**src/sv/lcdcls_pkg.sv**
```systemverilog
// Shared types and constants for the LCD command list sequencer.
package lcdcls_pkg;

  localparam int MAX_ARGS   = 31;
  localparam int COORD_BITS = 10;

  localparam int ARGS_W  = 5;
  localparam int CMDS_W  = 8;
  localparam int BYTE_W  = 8;
  localparam int KIND_W  = 2;
  localparam int PIX_W   = 22;
  localparam int SEND_W  = 16;
  localparam int SPAN_W  = COORD_BITS + 1;
  localparam int PROD_W  = 2 * SPAN_W;
  localparam int PIXC_W  = (PROD_W + 1 > PIX_W) ? PROD_W + 1 : PIX_W + 1;
  localparam logic [PIX_W-1:0] PIX_MAX = {PIX_W{1'b1}};

  localparam int QDEPTH = 4;
  localparam int QPTR_W = $clog2(QDEPTH);
  localparam int QCNT_W = $clog2(QDEPTH + 1);

  localparam int CFG_IDX_W = 2;
  localparam logic [CFG_IDX_W-1:0] REG_COL_OFFSET = 2'd0;
  localparam logic [CFG_IDX_W-1:0] REG_ROW_OFFSET = 2'd1;
  localparam logic [BYTE_W-1:0] COL_OFFSET_RESET = 8'd26;
  localparam logic [BYTE_W-1:0] ROW_OFFSET_RESET = 8'd1;

  localparam int FLAG_DELAY_BIT = 7;

  localparam logic [BYTE_W-1:0] CMD_COL_SET   = 8'h2A;
  localparam logic [BYTE_W-1:0] CMD_ROW_SET   = 8'h2B;
  localparam logic [BYTE_W-1:0] CMD_MEM_WRITE = 8'h2C;

  localparam logic [KIND_W-1:0] KIND_CMD   = 2'd0;
  localparam logic [KIND_W-1:0] KIND_DATA  = 2'd1;
  localparam logic [KIND_W-1:0] KIND_DELAY = 2'd2;

  // window burst step numbers
  localparam int STEP_W = 4;
  localparam logic [STEP_W-1:0] STEP_CASET = 4'd0;
  localparam logic [STEP_W-1:0] STEP_XS_HI = 4'd1;
  localparam logic [STEP_W-1:0] STEP_XS_LO = 4'd2;
  localparam logic [STEP_W-1:0] STEP_XE_HI = 4'd3;
  localparam logic [STEP_W-1:0] STEP_XE_LO = 4'd4;
  localparam logic [STEP_W-1:0] STEP_RASET = 4'd5;
  localparam logic [STEP_W-1:0] STEP_YS_HI = 4'd6;
  localparam logic [STEP_W-1:0] STEP_YS_LO = 4'd7;
  localparam logic [STEP_W-1:0] STEP_YE_HI = 4'd8;
  localparam logic [STEP_W-1:0] STEP_YE_LO = 4'd9;
  localparam logic [STEP_W-1:0] STEP_RAMWR = 4'd10;

  typedef enum logic [4:0] {
    PH_IDLE  = 5'b00001,
    PH_CODE  = 5'b00010,
    PH_FLAG  = 5'b00100,
    PH_ARGS  = 5'b01000,
    PH_DELAY = 5'b10000
  } phase_t;

  // one queued job: a single list result or a whole window burst
  typedef struct packed {
    logic              is_win;
    logic [KIND_W-1:0] kind;
    logic [BYTE_W-1:0] data;
    logic              tend;
    logic              done;
    logic [SEND_W-1:0] xs;
    logic [SEND_W-1:0] xe;
    logic [SEND_W-1:0] ys;
    logic [SEND_W-1:0] ye;
    logic [SPAN_W-1:0] dx;
    logic [SPAN_W-1:0] dy;
    logic              rev;
  } q_entry_t;

endpackage

```
**src/sv/lcdcls_front.sv**
```systemverilog
// Front end: accepts words, parses the command list, classifies work into queue entries.
module lcdcls_front import lcdcls_pkg::*; (
  input  logic                  clk,
  input  logic                  rst,
  input  logic                  in_valid,
  output logic                  in_ready,
  input  logic                  req_type,
  input  logic [BYTE_W-1:0]     list_byte,
  input  logic                  list_start,
  input  logic [COORD_BITS-1:0] x_start,
  input  logic [COORD_BITS-1:0] y_start,
  input  logic [COORD_BITS-1:0] x_end,
  input  logic [COORD_BITS-1:0] y_end,
  input  logic [BYTE_W-1:0]     col_offset,
  input  logic [BYTE_W-1:0]     row_offset,
  output logic                  push_valid,
  input  logic                  push_ready,
  output q_entry_t              push_entry
);

  phase_t            phase, phase_next;
  logic [CMDS_W-1:0] commands_left, commands_left_next;
  logic [ARGS_W-1:0] args_left, args_left_next;
  logic              delay_pending, delay_pending_next;
  logic [BYTE_W-1:0] held_command, held_command_next;

  logic              accept;
  logic              list_res;
  logic [ARGS_W-1:0] nargs;
  logic [ARGS_W-1:0] args_dec;
  logic [CMDS_W-1:0] cmds_dec;
  logic              last_cmd;
  logic              flag_delay;
  q_entry_t          res;

  assign in_ready = push_ready;
  assign accept   = in_valid && in_ready;
  assign cmds_dec = commands_left - CMDS_W'(1);
  assign args_dec = args_left - ARGS_W'(1);
  assign last_cmd = (commands_left == CMDS_W'(1));
  assign flag_delay = list_byte[FLAG_DELAY_BIT];
  assign nargs = (list_byte[ARGS_W-1:0] > ARGS_W'(MAX_ARGS)) ? ARGS_W'(MAX_ARGS)
                                                             : list_byte[ARGS_W-1:0];

  always_comb begin
    phase_next         = phase;
    commands_left_next = commands_left;
    args_left_next     = args_left;
    delay_pending_next = delay_pending;
    held_command_next  = held_command;
    list_res           = 1'b0;
    res                = '0;
    if (list_start) begin
      commands_left_next = list_byte;
      args_left_next     = '0;
      delay_pending_next = 1'b0;
      phase_next         = (list_byte == '0) ? PH_IDLE : PH_CODE;
    end else begin
      unique case (phase)
        PH_CODE: begin
          held_command_next = list_byte;
          phase_next        = PH_FLAG;
        end
        PH_FLAG: begin
          list_res           = 1'b1;
          res.kind           = KIND_CMD;
          res.data           = held_command;
          res.tend           = 1'b1;
          res.done           = last_cmd && (nargs == '0) && !flag_delay;
          delay_pending_next = flag_delay;
          if (nargs != '0) begin
            args_left_next = nargs;
            phase_next     = PH_ARGS;
          end else if (flag_delay) begin
            phase_next = PH_DELAY;
          end else begin
            commands_left_next = cmds_dec;
            phase_next         = (cmds_dec == '0) ? PH_IDLE : PH_CODE;
          end
        end
        PH_ARGS: begin
          list_res       = 1'b1;
          res.kind       = KIND_DATA;
          res.data       = list_byte;
          args_left_next = args_dec;
          if (args_dec != '0) begin
            res.tend = 1'b0;
          end else if (delay_pending) begin
            res.tend   = 1'b1;
            phase_next = PH_DELAY;
          end else begin
            res.tend           = 1'b1;
            res.done           = last_cmd;
            commands_left_next = cmds_dec;
            phase_next         = (cmds_dec == '0) ? PH_IDLE : PH_CODE;
          end
        end
        PH_DELAY: begin
          list_res           = 1'b1;
          res.kind           = KIND_DELAY;
          res.data           = list_byte;
          res.done           = last_cmd;
          delay_pending_next = 1'b0;
          commands_left_next = cmds_dec;
          phase_next         = (cmds_dec == '0) ? PH_IDLE : PH_CODE;
        end
        default: begin
          phase_next = phase;
        end
      endcase
    end
  end

  // window entry: offsets added here, span product left to the back end
  always_comb begin
    push_entry = res;
    if (req_type) begin
      push_entry        = '0;
      push_entry.is_win = 1'b1;
      push_entry.xs     = SEND_W'(x_start) + SEND_W'(col_offset);
      push_entry.xe     = SEND_W'(x_end) + SEND_W'(col_offset);
      push_entry.ys     = SEND_W'(y_start) + SEND_W'(row_offset);
      push_entry.ye     = SEND_W'(y_end) + SEND_W'(row_offset);
      push_entry.dx     = SPAN_W'(x_end) - SPAN_W'(x_start) + SPAN_W'(1);
      push_entry.dy     = SPAN_W'(y_end) - SPAN_W'(y_start) + SPAN_W'(1);
      push_entry.rev    = (x_end < x_start) || (y_end < y_start);
    end
  end

  assign push_valid = accept && (req_type || list_res);

  always_ff @(posedge clk) begin
    if (rst) begin
      phase         <= PH_IDLE;
      commands_left <= '0;
      args_left     <= '0;
      delay_pending <= 1'b0;
      held_command  <= '0;
    end else if (accept && !req_type) begin
      phase         <= phase_next;
      commands_left <= commands_left_next;
      args_left     <= args_left_next;
      delay_pending <= delay_pending_next;
      held_command  <= held_command_next;
    end
  end

endmodule

```
**src/sv/lcdcls_queue.sv**
```systemverilog
// Short job queue between the front end and the back end.
module lcdcls_queue import lcdcls_pkg::*; (
  input  logic     clk,
  input  logic     rst,
  input  logic     push_valid,
  output logic     push_ready,
  input  q_entry_t push_entry,
  output logic     pop_valid,
  input  logic     pop_ready,
  output q_entry_t pop_entry
);

  q_entry_t          slots [QDEPTH];
  logic [QPTR_W-1:0] wr_ptr;
  logic [QPTR_W-1:0] rd_ptr;
  logic [QCNT_W-1:0] count;
  logic              do_push;
  logic              do_pop;

  assign push_ready = (count != QCNT_W'(QDEPTH));
  assign pop_valid  = (count != '0);
  assign pop_entry  = slots[rd_ptr];
  assign do_push    = push_valid && push_ready;
  assign do_pop     = pop_valid && pop_ready;

  always_ff @(posedge clk) begin
    if (do_push) begin
      slots[wr_ptr] <= push_entry;
    end
  end

  always_ff @(posedge clk) begin
    if (rst) begin
      wr_ptr <= '0;
      rd_ptr <= '0;
      count  <= '0;
    end else begin
      if (do_push) begin
        wr_ptr <= (wr_ptr == QPTR_W'(QDEPTH - 1)) ? '0 : wr_ptr + QPTR_W'(1);
      end
      if (do_pop) begin
        rd_ptr <= (rd_ptr == QPTR_W'(QDEPTH - 1)) ? '0 : rd_ptr + QPTR_W'(1);
      end
      if (do_push && !do_pop) begin
        count <= count + QCNT_W'(1);
      end else if (do_pop && !do_push) begin
        count <= count - QCNT_W'(1);
      end
    end
  end

`ifndef ASSERT_OFF
  a_no_overflow: assert property (@(posedge clk) disable iff (rst)
    push_valid |-> push_ready)
    else $error("queue push while full");
  a_count_range: assert property (@(posedge clk) disable iff (rst)
    count <= QCNT_W'(QDEPTH))
    else $error("queue count out of range");
`endif

endmodule

```
**src/sv/lcdcls_back.sv**
```systemverilog
// Back end: pops jobs and drives the output register, stepping through window bursts.
module lcdcls_back import lcdcls_pkg::*; (
  input  logic              clk,
  input  logic              rst,
  input  logic              pop_valid,
  output logic              pop_ready,
  input  q_entry_t          pop_entry,
  output logic              out_valid,
  input  logic              out_ready,
  output logic [KIND_W-1:0] out_kind,
  output logic [BYTE_W-1:0] out_byte,
  output logic              transfer_end,
  output logic              list_done,
  output logic [PIX_W-1:0]  pixel_bytes,
  output logic              last
);

  logic              adv;
  logic              win_active;
  logic [STEP_W-1:0] step;
  logic [SEND_W-1:0] xs, xe, ys, ye;
  logic [PROD_W-1:0] prod;
  logic [PIXC_W-1:0] pix_wide;
  logic [PIX_W-1:0]  pix_sat;

  logic [KIND_W-1:0] w_kind;
  logic [BYTE_W-1:0] w_byte;
  logic              w_tend;

  assign adv       = !out_valid || out_ready;
  assign pop_ready = adv && !win_active;
  assign pix_wide  = PIXC_W'(prod) << 1;
  assign pix_sat   = (pix_wide > PIXC_W'(PIX_MAX)) ? PIX_MAX : pix_wide[PIX_W-1:0];

  always_comb begin
    w_kind = KIND_DATA;
    w_byte = '0;
    w_tend = 1'b0;
    case (step)
      STEP_XS_HI: w_byte = xs[SEND_W-1:BYTE_W];
      STEP_XS_LO: w_byte = xs[BYTE_W-1:0];
      STEP_XE_HI: w_byte = xe[SEND_W-1:BYTE_W];
      STEP_XE_LO: begin
        w_byte = xe[BYTE_W-1:0];
        w_tend = 1'b1;
      end
      STEP_RASET: begin
        w_kind = KIND_CMD;
        w_byte = CMD_ROW_SET;
        w_tend = 1'b1;
      end
      STEP_YS_HI: w_byte = ys[SEND_W-1:BYTE_W];
      STEP_YS_LO: w_byte = ys[BYTE_W-1:0];
      STEP_YE_HI: w_byte = ye[SEND_W-1:BYTE_W];
      STEP_YE_LO: begin
        w_byte = ye[BYTE_W-1:0];
        w_tend = 1'b1;
      end
      STEP_RAMWR: begin
        w_kind = KIND_CMD;
        w_byte = CMD_MEM_WRITE;
        w_tend = 1'b1;
      end
      default: begin
        w_kind = KIND_CMD;
        w_byte = CMD_COL_SET;
        w_tend = 1'b1;
      end
    endcase
  end

  always_ff @(posedge clk) begin
    if (rst) begin
      out_valid  <= 1'b0;
      win_active <= 1'b0;
      step       <= STEP_CASET;
    end else if (adv) begin
      if (win_active) begin
        out_valid <= 1'b1;
        step      <= step + STEP_W'(1);
        if (step == STEP_RAMWR) begin
          win_active <= 1'b0;
        end
      end else if (pop_valid) begin
        out_valid <= 1'b1;
        if (pop_entry.is_win) begin
          win_active <= 1'b1;
          step       <= STEP_XS_HI;
        end
      end else begin
        out_valid <= 1'b0;
      end
    end
  end

  always_ff @(posedge clk) begin
    if (adv) begin
      if (win_active) begin
        out_kind     <= w_kind;
        out_byte     <= w_byte;
        transfer_end <= w_tend;
        list_done    <= 1'b0;
        pixel_bytes  <= (step == STEP_RAMWR) ? pix_sat : '0;
        last         <= (step == STEP_RAMWR);
      end else if (pop_valid) begin
        if (pop_entry.is_win) begin
          out_kind     <= KIND_CMD;
          out_byte     <= CMD_COL_SET;
          transfer_end <= 1'b1;
          list_done    <= 1'b0;
          pixel_bytes  <= '0;
          last         <= 1'b0;
          xs           <= pop_entry.xs;
          xe           <= pop_entry.xe;
          ys           <= pop_entry.ys;
          ye           <= pop_entry.ye;
          prod         <= pop_entry.rev ? '0 : pop_entry.dx * pop_entry.dy;
        end else begin
          out_kind     <= pop_entry.kind;
          out_byte     <= pop_entry.data;
          transfer_end <= pop_entry.tend;
          list_done    <= pop_entry.done;
          pixel_bytes  <= '0;
          last         <= 1'b1;
        end
      end
    end
  end

`ifndef ASSERT_OFF
  a_step_range: assert property (@(posedge clk) disable iff (rst)
    win_active |-> step <= STEP_RAMWR && step != STEP_CASET)
    else $error("window step out of range");
  a_pix_on_ramwr: assert property (@(posedge clk) disable iff (rst)
    (out_valid && pixel_bytes != '0) |-> (out_kind == KIND_CMD && out_byte == CMD_MEM_WRITE
                                          && last && !list_done))
    else $error("pixel count outside memory write");
  a_burst_busy: assert property (@(posedge clk) disable iff (rst)
    win_active |-> out_valid && !last)
    else $error("window burst lost its output");
`endif

endmodule

```
**src/sv/lcd_command_list_sequencer.sv**
```systemverilog
// Top level of the LCD command list sequencer: config registers, front end, queue, back end.
// A list word is accepted every cycle while the 4-entry job queue has room and yields at
// most one result, held in the queue, then in the output register. A window yields 11
// results, one per cycle unless the output stalls, stepped by the back end's burst
// counter; no job is popped mid-burst, while list words fill the queue. The output
// is registered, so results can stall without stopping input until the queue fills.
module lcd_command_list_sequencer import lcdcls_pkg::*; (
  input  logic                  clk,
  input  logic                  rst,
  input  logic                  in_valid,
  output logic                  in_ready,
  input  logic                  req_type,
  input  logic [BYTE_W-1:0]     list_byte,
  input  logic                  list_start,
  input  logic [COORD_BITS-1:0] x_start,
  input  logic [COORD_BITS-1:0] y_start,
  input  logic [COORD_BITS-1:0] x_end,
  input  logic [COORD_BITS-1:0] y_end,
  output logic                  out_valid,
  input  logic                  out_ready,
  output logic [KIND_W-1:0]     out_kind,
  output logic [BYTE_W-1:0]     out_byte,
  output logic                  transfer_end,
  output logic                  list_done,
  output logic [PIX_W-1:0]      pixel_bytes,
  output logic                  last,
  input  logic                  cfg_valid,
  output logic                  cfg_ready,
  input  logic [CFG_IDX_W-1:0]  cfg_index,
  input  logic [BYTE_W-1:0]     cfg_data
);

  logic [BYTE_W-1:0] col_offset;
  logic [BYTE_W-1:0] row_offset;
  logic              q_push_valid;
  logic              q_push_ready;
  q_entry_t          q_push_entry;
  logic              q_pop_valid;
  logic              q_pop_ready;
  q_entry_t          q_pop_entry;

  assign cfg_ready = 1'b1;

  always_ff @(posedge clk) begin
    if (rst) begin
      col_offset <= COL_OFFSET_RESET;
      row_offset <= ROW_OFFSET_RESET;
    end else if (cfg_valid && cfg_ready) begin
      case (cfg_index)
        REG_COL_OFFSET: col_offset <= cfg_data;
        REG_ROW_OFFSET: row_offset <= cfg_data;
        default: begin
          col_offset <= col_offset;
        end
      endcase
    end
  end

  lcdcls_front u_front (
    .clk        (clk),
    .rst        (rst),
    .in_valid   (in_valid),
    .in_ready   (in_ready),
    .req_type   (req_type),
    .list_byte  (list_byte),
    .list_start (list_start),
    .x_start    (x_start),
    .y_start    (y_start),
    .x_end      (x_end),
    .y_end      (y_end),
    .col_offset (col_offset),
    .row_offset (row_offset),
    .push_valid (q_push_valid),
    .push_ready (q_push_ready),
    .push_entry (q_push_entry)
  );

  lcdcls_queue u_queue (
    .clk        (clk),
    .rst        (rst),
    .push_valid (q_push_valid),
    .push_ready (q_push_ready),
    .push_entry (q_push_entry),
    .pop_valid  (q_pop_valid),
    .pop_ready  (q_pop_ready),
    .pop_entry  (q_pop_entry)
  );

  lcdcls_back u_back (
    .clk          (clk),
    .rst          (rst),
    .pop_valid    (q_pop_valid),
    .pop_ready    (q_pop_ready),
    .pop_entry    (q_pop_entry),
    .out_valid    (out_valid),
    .out_ready    (out_ready),
    .out_kind     (out_kind),
    .out_byte     (out_byte),
    .transfer_end (transfer_end),
    .list_done    (list_done),
    .pixel_bytes  (pixel_bytes),
    .last         (last)
  );

endmodule

```
**config.mk**
```make
export PLATFORM = sky130hd
export DESIGN_NAME = lcd_command_list_sequencer
export DESIGN_NICKNAME = d
export VERILOG_FILES = /design/src/sv/lcdcls_pkg.sv /design/src/sv/lcdcls_front.sv /design/src/sv/lcdcls_queue.sv /design/src/sv/lcdcls_back.sv /design/src/sv/lcd_command_list_sequencer.sv
export SDC_FILE = /design/constraint.sdc
export NUM_CORES = 1
export LEC_CHECK = 0
export BUFFER_PORTS_ARGS = -buffer_cell sky130_fd_sc_hd__buf_2
export CAP_MARGIN = 20
export CORE_AREA = 2 2 232 256
export DETAILED_ROUTE_END_ITERATION = 16
export DIE_AREA = 0 0 234 258
export SKIP_LAST_GASP = 1
export SLEW_MARGIN = 40
export SYNTH_ARGS = -nofsm -noshare
export SYNTH_HDL_FRONTEND = slang
export SYNTH_SLANG_ARGS = --single-unit
```
**constraint.sdc**
```tcl
create_clock -name clk -period 12.4 [get_ports clk]
set_input_delay 1.24 -clock clk [delete_from_list [all_inputs] [get_ports clk]]
set_output_delay 1.24 -clock clk [all_outputs]
set_load 0.03 [all_outputs]
```
==> Word-level counts from Yosys, hierarchy flattened <==
Memory sizes are Yosys's and may differ from the RTL's. A register that Yosys moved wholly into a read port is not among the register bits.
Index checks and enable logic that the tools add are counted.
{ "totals": {"ff_bits": 177, "latch_bits": 0, "ramBits": 400, "mem_bits_ro": 0, "inputBits": 65, "output_inout_bits": 38, "elab_cells": 185, "memories": 1} }
{ "classes": {"n_addsub": 15, "mul": 1, "div": 0, "n_lt_le_gt_ge": 4, "eq_ne": 24, "shift": 0, "n_mux": 68, "bitwise_logic": 2, "n_reduce_logical": 46} }
{ "memory_table": {"columns": ["memory", "words", "width", "rd", "rd_clocked_by_memory_dff", "wr", "line_no", "source"], "rows": [
  ["u_queue.slots", 4, 100, 1, 1, 1, "lcdcls_queue.sv:13", "q_entry_t slots [QDEPTH];"]
]} }
{ "op_table": {"columns": ["operator", "count"], "rows": [
  ["100-bit two-way mux", 1],
  ["22-bit two-way mux", 4],
  ["8-bit case mux with 10 select lines", 1],
  ["8-bit two-way mux", 8],
  ["10-bit by 8-bit adder with 11-bit output", 4],
  ["5-bit two-way mux", 8],
  ["10-bit case mux with 3 select lines", 1],
  ["1-bit two-way mux", 24],
  ["8-bit case mux with 3 select lines", 1],
  ["23-bit by 22-bit greater-than comparator with 1-bit output, second input constant", 1],
  ["11-bit by 1-bit adder with 11-bit output, second input constant", 2],
  ["11-bit by 11-bit multiplier with 22-bit output", 1],
  ["10-bit by 10-bit subtractor with 11-bit output", 2],
  ["10-bit less-than comparator", 2],
  ["5-bit case mux with 4 select lines", 1],
  ["2-bit two-way mux", 9],
  ["4-bit by 3-bit == test with 1-bit output, second input constant", 4],
  ["8-bit zero test", 2],
  ["3-bit != test, second input constant", 5],
  ["5-bit nonzero test", 3],
  ["4-bit == test, second input constant", 3],
  ["12-bit two-way mux", 1],
  ["4-bit two-way mux", 3],
  ["3-bit AND reduction", 4],
  ["36 further kinds", 65]
]} }

==> Depth between registers and ports, before layout <==
Gate-level depths: netlist (run 1).
{ "logic_depth": {"depth_word": 11, "mapped_depth": 22} }

==> Cells and area by module <==
From an unflattened synthesis (run 1), not the netlist that was laid out.
{ "hier_totals": {"hier_cells": 2168, "area_unflattened_um2": 29807.3} }
{ "modules_own_cells": {"columns": ["module", "n_inst", "cells_each", "area_per_inst_um2", "seq_area_each_um2"], "rows": [
  ["lcdcls_queue", 1, 570, 14874.3, 12191.7],
  ["lcdcls_back", 1, 822, 8994.9, 3753.6],
  ["lcdcls_front", 1, 706, 5218.8, 540.5],
  ["lcd_command_list_sequencer", 1, 70, 719.4, 320.3]
]} }

==> Worst setup path before layout (run 1) <==
Ideal clock, no wire load.
{ "synth_timing": {"path_type": "reg2reg", "startpoint": "register (tool-made name)", "endpoint": "register u_back.prod[20] (data pin)", "arrival_ns": 5.642, "required_ns": 12.130, "setup_slack_ns": 6.488, "stages_incl_launch_ff": 22, "path_buffers": 3, "period_less_slack_ns": 5.912, "path_cell_list": "dfxtp_1 buf_2 buf_2 mux4_2 clkbuf_1 and2_1 fa_1 inv_1 fa_1 inv_1 fa_1 inv_1 fa_1 inv_1 ha_1 ha_1 a21o_1 a31o_2 a21o_1 a221o_1 nor3_1 nor3_1"} }
{ "synth_rtl": {"columns": ["element", "line_no", "source"], "rows": [
  ["end signal: assignment", "lcdcls_back.sv:117", "prod <= pop_entry.rev ? '0 : pop_entry.dx * pop_entry.dy;"],
  ["end: declaration", "lcdcls_back.sv:22", "logic [PROD_W-1:0] prod;"]
]} }

==> run metrics, run 1 <==
Synth warnings=0; clk_lat worst skew=600 ps; final critical-path share of the clock period=52.86%; Arrival @ worst endpoint=6880 ps; Post-Synth Simple-Gate Area=10.84%; Crit path top cell by count=fa_1; final hold vios=0; Hold Crit Class=reg -> reg; Root Driver=clkbuf_16; Netlist cell types=79; largest family of logic cells by synthesized area=adder cells; Adder-Cell Fraction of Synth Area=14.57%; Mapped Cells=2002; Setup CP Type=reg -> reg; GP Congestion=0.8303; reg-to-reg critical path endpoint=u_back.prod[20]$_SDFFCE_PP0P_; compound-cell area share of the yosys netlist=7.217%; crit start category=flip-flop; GR Overflow Total=0; number of routed nets with antenna violations=0; PortBufs=101; XOR/XNOR share of the synthesized area=1.632%; iteration count of the initial detailed-routing pass=6; postcts setup bufs=0; Die W=234 um; Tot GR Track Use=20.02%; via/cell ratio=5.538; Synth Flop Type=edfxtp_1; CORE AREA=0.05806 mm2; multi-input logic area=0.01099 mm2; CTS hold repair buffers=0; CP Data Required Time=12720 ps; cells on worst reg2reg path=18; area occupied by registers=0.01381 mm2; area leader, netlist=edfxtp_1; I/O Pins=103; hold worst-path end=u_front.args_left[1]$_SDFFE_PP0P_; Ant. Diodes=0; Slew headroom=41.67%; first-pass GRT wire length=92.60 mm; fill count=5033; Post-synth EDFFs=421; max_cap viols=0; Clk pin slew, worst setup/hold paths=60 ps; commonest non-fill, non-tap cell in the layout=edfxtp_1; drt wl/cell=20.55 um; Post-Syn Area=0.02576 mm2; crit-path max cell delay=710 ps; vias in the first global route=16030; CTS tree=yes; initial DRC count=1275; area grow syn2layout=10.79%; CTS buffer count=48; WL final=59.19 mm; crit path cell chain=buf_4 > mux4_2 > nand2_1 > fa_1 > inv_1 > fa_1 > fa_1 > inv_1 > fa_1 > inv_1 > fa_1 > ha_1 > a2111oi_0 > o21ai_0 > or3b_2 > a211oi_1 > o21a_1 > nor3_1; Detail Placement HPWL=42.09 mm; WHS=487.4 ps; buffer depth of the longest clock path=3; Max Clk Rate=152.6 MHz; DRC viols=0; Starting Density=44.37%; via count=15950; final setup fails=0; Clock Sinks=479; Worst Hold Depth=2; H-Tree Depth=2; Yosys reg bits=479; post-route minimum period=6555 ps; RSZ-0062 raised after global routing=false; die height=258 um; row count=93; setup tns final=0 ps; Slew Viols, Final=0; mux cell area share after synthesis=8.203%; Synth area leaders=edfxtp_1 49%, fa_1 7.4%, ha_1 7.2%; full die area=0.06037 mm2; worst-path fanout max=46; Mapped Nets=2310; sequential share of the synthesized area=53.58%; CP max stage cell=buf_4; share of flip-flops with an asynchronous set or reset=0%; min-delay src=u_front.args_left[1]$_SDFFE_PP0P_; Post-CTS Resized=0; NumNets Final=2389; CP Capture Type=flip-flop; Worst-Margin Slew=868.3 ps; Avg Cell Area, Syn=12.87 um2; Yosys top cell area share=49.07%; share of cells above drive strength 1=13.82%; Worst Skew=23.41 ps; initial antenna violation count=3; commonest non-fill, non-tap cells in the layout=421 x edfxtp_1, 188 x nor2_1, 173 x inv_1; outcome=finished clean; R2R setup slack=5840 ps; pin count of the biggest net entering global routing=60
## stage by stage
stage	instance area [um2]	util [%]	worst slack (ps)	cells
3_3_place_gp	27000	46.50	5904	2789
4_1_cts	28540	49.15	5786	2880
5_1_grt	28540	49.16	5471	2880
2_1_floorplan	25760	-	6488	2002
3_5_place_dp	27060	46.61	5836	2791
6_report	28540	49.16	5845	2880
## synthesized netlist by cell type, types with 15 or more instances
cell,count
xor2_1,26
mux4_2,80
a211oi_1,21
a21oi_1,66
mux2i_1,30
and2_1,75
nor2_1,188
dfxtp_1,58
nor2b_1,27
fa_1,95
a21o_1,16
o21ai_0,64
inv_1,173
nor3_1,48
edfxtp_1,421
ha_1,148
nand2b_1,18
nand2_1,123
a22oi_1,15
clkbuf_1,68
xnor2_1,22
nand3_1,26
## logic make-up (layout without fill, tap and decap cells)
kind of cell	Yosys count	after routing
simple gates	574	574
flops	479	479
compound gates	284	284
mux	111	111
other cells	1	1
fa+ha+maj	243	243
buf+inv	262	380
xor+xnor	48	48
## cell type report
class	instances	area share [%]
flip-flops and latches	479	48.39
clock buffers	64	4.493
multi-input cells	1261	38.49
inverters	174	2.288
repair buffers	117	2.345
clock inverters	25	0.6663
well taps	760	3.331
## worst max-delay path: cells and delay by family (launching register included)
family | cells | cell delay (ps)
compound gates | 4 | 790
mux | 1 | 510
buf+inv | 4 | 910
simple gates | 3 | 680
fa+ha+maj | 6 | 2670
flops | 1 | 700
## per-layer routing
layer / share of wire [%] / global-route usage [%] / vias to the layer above
li1: - / - / 7403
met1: 45 / 27.98 / 8071
met2: 48 / 32.73 / 389
met3: 4.7 / 3.015 / 84
met4: 2.3 / 5.309 / 2
met5: 0.027 / 0 / -
## worst max path at each step
stage / from / end / slack (ps)
2_1_floorplan: flip-flop / u_back.prod[20]$_SDFFCE_PP0P_ / 6490
3_3_place_gp: flip-flop / u_back.prod[20]$_SDFFCE_PP0P_ / 5900
3_5_place_dp: flip-flop / u_back.prod[20]$_SDFFCE_PP0P_ / 5840
4_1_cts: flip-flop / u_back.prod[20]$_SDFFCE_PP0P_ / 5790
5_1_grt: flip-flop / u_back.prod[20]$_SDFFCE_PP0P_ / 5470
6_report: flip-flop / u_back.prod[20]$_SDFFCE_PP0P_ / 5840
## sequential cells by signal, indices dropped and copies added, names as in the netlist, 4 cells and up, named ones only
signal                 cells
u_queue.slots            320
u_back.pixel_bytes        22
u_back.prod               22
u_back.xe                 11
u_back.xs                 11
u_back.ye                 11
u_back.ys                 11
col_offset                 8
row_offset                 8
u_back.out_byte            8
u_front.commands_left      8
u_front.held_command       8
u_front.args_left          5
u_front.phase              5
u_back.step                4
Power of run 1 is left out: the tool's default activity adds up to more than one toggle a clock period on the data nets, which glitch-free logic cannot reach.
==> run 2: changes to the inputs <==
==> constraint.sdc (replaced) <==
create_clock -name clk -period 6.73 [get_ports clk]
set_input_delay 0.673 -clock clk [delete_from_list [all_inputs] [get_ports clk]]
set_output_delay 0.673 -clock clk [all_outputs]
set_load 0.03 [all_outputs]
==> run 2 against run 1 <==
  * Worst hold slack got worse by 170 ps
  * Register-to-register slack got worse by 5100 ps
  * Sequential share of layout area decreased by 0.49 points
  * First-iteration DRC count increased by 2.8%
  * Non-clock buffer count increased by 3
  * Via count decreased by 1.8%
  * Global-route usage decreased by 0.40 points
==> run metrics, run 2 (same netlist as run 1, synthesis figures left out) <==
Ant. Diodes=0 (unchanged); post-layout instance area=0.02884 mm2 (+1.0%); placed inst area=0.02710 mm2 (+0.12%); most flop-heavy register=u_queue.slots; Detail Placement HPWL=42.13 mm (about the same); final setup fails=0 (unchanged); Worst Skew=33.35 ps (+9.942 ps); CTS tree=yes; Worst-Margin Slew=828.6 ps (-39.70 ps); Clock Sinks=479 (unchanged); die height=258 um (unchanged); Top Family by Delay on Critical Path=adder cells; pin count of the biggest net entering global routing=60 (unchanged); Buf+Inv Stages, Crit Path=4 (unchanged); Slew Viols, Final=0 (unchanged); via/cell ratio=5.432 (-1.9%); CORE AREA=0.05806 mm2 (unchanged); number of routed nets with antenna violations=0 (unchanged); outcome=finished clean; GP Congestion=0.8584 (+3.4%); WL final=57.95 mm (-2.1%); GR Overflow Total=0 (unchanged); Slew headroom=44.64% (+3.0 points); setup tns final=0 ps (unchanged); min-delay src=cfg_data[5]; postcts setup bufs=0 (unchanged); crit path cell chain=buf_4 > mux4_2 > nand2_1 > fa_1 > inv_1 > fa_1 > inv_1 > fa_1 > inv_1 > fa_1 > fa_1 > ha_1 > o21a_1 > o21ai_0 > or3b_2 > a211oi_1 > o21a_1 > nor3_1; initial antenna violation count=3 (unchanged); Setup CP Type=reg -> reg; cells on worst reg2reg path=18 (unchanged); CP max stage cell=mux4_2; R2R setup slack=740 ps (-5100 ps); Max Clk Rate=167.0 MHz (+9.5%); Tot GR Track Use=19.62% (-0.40 points); I/O Pins=103 (unchanged); vias in the first global route=15620 (-2.6%); commonest non-fill, non-tap cells in the layout=421 x edfxtp_1, 188 x nor2_1, 173 x inv_1; via count=15670 (-1.8%); commonest non-fill, non-tap cell in the layout=edfxtp_1; post-route minimum period=5988 ps (-567.6 ps); crit start category=flip-flop; crit-path max cell delay=670 ps (-40 ps); hold worst-path end=row_offset[5]$_SDFFE_PP0P_; Die W=234 um (unchanged); DRC viols=0 (unchanged); full die area=0.06037 mm2 (unchanged); number of flip-flops in the largest register=320 (unchanged); iteration count of the initial detailed-routing pass=6 (unchanged); Placed Cells=2793 (+0.072%); NumNets Final=2394 (+0.21%); H-Tree Depth=2 (unchanged); share of cells above drive strength 1=14.36% (+0.54 points); area grow syn2layout=11.92%; area occupied by registers=0.01381 mm2 (unchanged); clk_lat worst skew=610 ps (about the same); CP Capture Type=flip-flop; final hold vios=0 (unchanged); WHS=313.4 ps (-174.0 ps); reg-to-reg critical path endpoint=u_back.prod[20]$_SDFFCE_PP0P_; Root Driver=clkbuf_16; drt wl/cell=20.09 um (-2.2%); Worst Hold Depth=3 (+1); multi-input logic area=0.01099 mm2 (about the same); Final Non-Filler Cells=2884 (+0.14%); Crit path top cell by count=fa_1; row count=93 (unchanged); CTS hold repair buffers=0 (unchanged); Hold Crit Class=in -> reg; initial DRC count=1311 (+2.8%); Top Registers=u_queue.slots: 320 flops, u_back.pixel_bytes: 22 flops, u_back.prod: 22 flops; CP Data Required Time=7040 ps (-5680 ps); PortBufs=101 (unchanged); worst-path fanout max=21 (-54%); first-pass GRT wire length=90.62 mm (-2.1%); RSZ-0062 raised after global routing=false; Clk pin slew, worst setup/hold paths=60 ps (about the same); CTS buffer count=50 (+4.2%); Starting Density=44.37% (unchanged); buffer depth of the longest clock path=3 (unchanged); Arrival @ worst endpoint=6300 ps (-580 ps); max_cap viols=0 (unchanged); final critical-path share of the clock period=88.97% (+36 points); Post-CTS Resized=0 (unchanged); fill count=4982 (-1.0%)
[run 2: worst reg2reg max path: cells and delay by family, from the launching register on]
family                     cells  cell delay [ps]
DFF                            1              600
and+or+nand+nor                3              690
buffers and inverters          4              500
adders and majority gates      6             2520
AOI/OAI and AO/OA              4              760
muxes                          1              670
[run 2: area by class of cell]
cell class | instances | share of cell area, %
Tap cell | 760 | 3.298
Clock inverter | 26 | 1.219
Sequential cell | 479 | 47.90
Timing Repair Buffer | 120 | 2.508
Clock buffer | 64 | 4.699
Inverter | 174 | 2.265
Multi-Input combinational cell | 1261 | 38.11
[run 2: worst max path at each step]
stage / from / to / slack (ps) / depth (start not counted)
floorplan: flip-flop / u_back.prod[20]$_SDFFCE_PP0P_ / 820 / 21
global route: flip-flop / u_back.prod[15]$_SDFFCE_PP0P_ / 330 / 16
global placement: flip-flop / u_back.prod[20]$_SDFFCE_PP0P_ / 760 / 18
detailed placement: flip-flop / u_back.prod[15]$_SDFFCE_PP0P_ / 710 / 16
finish: flip-flop / u_back.prod[20]$_SDFFCE_PP0P_ / 740 / 18
CTS: flip-flop / u_back.prod[15]$_SDFFCE_PP0P_ / 700 / 16
[run 2: layer usage]
| layer | vias up | share of wire [%] | track usage (%) |
|---|---|---|---|
| met5 | - | 0.047 | 0 |
| met4 | 4 | 1.8 | 4.624 |
| met3 | 71 | 5.5 | 3.456 |
| met2 | 394 | 47 | 30.78 |
| met1 | 7784 | 46 | 28.52 |
| li1 | 7413 | - | - |
[run 2: stage by stage]
stage                     util (%)  setup slack (ps)
final                        49.66             742.4
after global routing         49.66             325.2
after CTS                    49.60             696.9
after detailed placement     46.67             712.5
after global placement       46.48             758.9
after floorplan                  -             817.9
Power of run 2 is left out for the same reason.
==> run 3: changes to the inputs <==
--- a/config.mk
+++ b/config.mk
@@ -5,13 +5,14 @@
 export SDC_FILE = /design/constraint.sdc
 export NUM_CORES = 1
 export LEC_CHECK = 0
+export ABC_AREA = 1
 export BUFFER_PORTS_ARGS = -buffer_cell sky130_fd_sc_hd__buf_2
 export CAP_MARGIN = 20
-export CORE_AREA = 2 2 232 256
+export CORE_AREA = 2 2 234 259
 export DETAILED_ROUTE_END_ITERATION = 16
-export DIE_AREA = 0 0 234 258
+export DIE_AREA = 0 0 236 261
 export SKIP_LAST_GASP = 1
-export SLEW_MARGIN = 40
+export SLEW_MARGIN = 20
 export SYNTH_ARGS = -nofsm -noshare
 export SYNTH_HDL_FRONTEND = slang
 export SYNTH_SLANG_ARGS = --single-unit
==> run 3 against run 2 <==
  * Clock skew is essentially flat
  * Critical path type unchanged
  * Critical endpoint is now u_back.prod[17]$_SDFFCE_PP0P_
  * Clock-buffer cell count grew 7
  * Wire length increased by 18%
  * Die area up 2.0%
  * Largest cell class unchanged
==> run metrics, run 3 <==
placed inst area=0.02768 mm2 (+2.2%); CTS tree=yes; Mapped Nets=2935 (+27%); max_cap viols=0 (unchanged); Placed Cells=3440 (+23%); GP Congestion=0.9163 (+6.7%); number of flip-flops in the largest register=320 (unchanged); worst-path fanout max=49 (+130%); Worst Skew=33.50 ps (+0.1530 ps); Synth area leaders=edfxtp_1 48%, fa_1 7.2%, ha_1 7.0%; drt wl/cell=19.39 um (-3.5%); Slew Viols, Final=0 (unchanged); Worst-Margin Slew=914.8 ps (+86.17 ps); buffer depth of the longest clock path=3 (unchanged); full die area=0.06160 mm2 (+2.0%); pin count of the biggest net entering global routing=81 (+35%); final hold vios=0 (unchanged); Buf+Inv Stages, Crit Path=2 (-2); number of routed nets with antenna violations=0 (unchanged); Crit path top cell by count=fa_1; Arrival @ worst endpoint=6260 ps (-40 ps); crit path cell chain=inv_4 > nand2_1 > a32oi_2 > nand2_1 > fa_1 > inv_1 > fa_1 > fa_1 > fa_1 > fa_1 > ha_1 > a21oi_1 > a21boi_0 > nor2_1 > nor2_1 > nand3_1 > nand2_1 > nor2_1; area occupied by registers=0.01381 mm2 (about the same); Post-synth EDFFs=421 (unchanged); via/cell ratio=5.332 (-1.8%); Root Driver=clkbuf_16; Die W=236 um (+0.85%); Clock Sinks=479 (unchanged); post-route minimum period=5914 ps (-73.13 ps); most flop-heavy register=u_queue.slots; share of cells above drive strength 1=10.97% (-3.4 points); Avg Cell Area, Syn=10.05 um2 (-22%); die height=261 um (+1.2%); sequential share of the synthesized area=52.30% (-1.3 points); row count=94 (+1.1%); H-Tree Depth=2 (unchanged); commonest non-fill, non-tap cell in the layout=nand2_1; crit start category=flip-flop; first-pass GRT wire length=107.1 mm (+18%); commonest non-fill, non-tap cells in the layout=426 x nand2_1, 421 x edfxtp_1, 408 x nor2_1; Max Clk Rate=169.1 MHz (+1.2%); Synth warnings=0 (unchanged); cell with the most instances after synthesis=nand2_1; final setup fails=0 (unchanged); CTS buffer count=52 (+4.0%); Clk pin slew, worst setup/hold paths=60 ps (about the same); Setup CP Type=reg -> reg; Slew headroom=38.87% (-5.8 points); post-layout instance area=0.02947 mm2 (+2.2%); CORE AREA=0.05916 mm2 (+1.9%); CP Data Required Time=7080 ps (+40 ps); Yosys reg bits=479 (unchanged); CTS hold repair buffers=0 (unchanged); Detail Placement HPWL=49.09 mm (+17%); via count=18880 (+21%); iteration count of the initial detailed-routing pass=5 (-1); Mapped Cells=2627 (+31%); DRC viols=0 (unchanged); fill count=5368 (+7.7%); Hold Crit Class=in -> reg; vias in the first global route=19080 (+22%); postcts setup bufs=0 (unchanged); outcome=finished clean; Synth Flop Type=edfxtp_1; CP Capture Type=flip-flop; share of flip-flops with an asynchronous set or reset=0% (unchanged); area grow syn2layout=11.69%; Tot GR Track Use=22.48% (+2.9 points); initial antenna violation count=1 (-2); RSZ-0062 raised after global routing=false; Top Registers=u_queue.slots: 320 flops, u_back.pixel_bytes: 22 flops, u_back.prod: 22 flops; setup tns final=0 ps (unchanged); clk_lat worst skew=620 ps (about the same); Starting Density=44.61% (+0.24 points); Post-Syn Area=0.02639 mm2 (+2.4%); WL final=68.66 mm (+18%); GR Overflow Total=0 (unchanged); Post-CTS Resized=0 (unchanged); Top Family by Delay on Critical Path=adder cells; multi-input logic area=0.01099 mm2 (unchanged); final critical-path share of the clock period=87.88% (-1.1 points); CP max stage cell=fa_1; I/O Pins=103 (unchanged); Yosys top cell area share=47.90% (-1.2 points); initial DRC count=1267 (-3.4%); crit-path max cell delay=580 ps (-90 ps); NumNets Final=3036 (+27%); Final Non-Filler Cells=3541 (+23%); Netlist cell types=55 (-30%); area leader, netlist=edfxtp_1; PortBufs=101 (unchanged); Synth top cells by count=426 x nand2_1, 421 x edfxtp_1, 413 x nor2_1, 284 x inv_1, 212 x o21ai_0
## run 3: cell count changes in the layout (fill, tap and decap cells not counted), sizes merged, moves of 75 or more
cell,previous run,this run
a21oi,66,162
and2,75,0
inv,176,319
mux4,80,0
nand2,123,435
nor2,188,426
o21ai,71,219
## run 3: metal layers
metal  up-vias  global-route usage (%)  routed length (um)
met1      9153                   27.22               28520
li1       9136                       -                   -
met4         0                   8.493                2601
met2       466                   41.33               35110
met5         -                       0                   0
met3       127                   2.498                2440
## run 3: worst paths after layout
path	start	end	slack, ps	cells past startpoint
min	cfg_data[4]	col_offset[4]$_SDFFE_PP1P_	310	3
max reg2reg	flip-flop	u_back.prod[17]$_SDFFCE_PP0P_	820	18
min reg2reg	u_queue.count[2]$_SDFFE_PP0P_	u_queue.count[2]$_SDFFE_PP0P_	490	2
max	flip-flop	u_back.prod[17]$_SDFFCE_PP0P_	820	18
## run 3: per-stage QoR
stage / setup slack, ps / hold slack (ps) / util (%)
5_1_grt: 379.1 / 298.4 / 49.82
4_1_cts: 852.0 / 281.9 / 49.74
3_3_place_gp: 867.9 / 474.3 / 46.79
6_report: 815.5 / 308.6 / 49.82
3_5_place_dp: 823.8 / 485.9 / 46.79
2_1_floorplan: 1553 / 451.7 / -
## run 3: kinds of logic after synthesis
kind of cell	after synthesis	synth area share (%)
and+or+nand+nor	983	15.29
AOI/OAI and AO/OA	506	11.37
DFF	479	52.30
buffers and inverters	397	6.197
adders and majority gates	243	14.22
xor gates and xnor gates	18	0.5974
other	1	0.01421
## run 3: final cells by class
class | count | share of cell area, %
clock buffer | 71 | 4.903
clock inverter | 27 | 1.015
inverter | 316 | 4.041
multi-input combinational | 1751 | 37.28
tap | 768 | 3.260
antenna | 1 | 0.008490
sequential | 479 | 46.85
timing repair buffer | 128 | 2.640
## run 3: worst reg2reg max path: cells and delay by family (launching register included)
family                     cells  cell delay [ps]
buffers and inverters          2              500
and+or+nand+nor                7              740
AOI/OAI and AO/OA              3             1150
DFF                            1              420
adders and majority gates      6             2870
Power of run 3 is left out for the same reason.
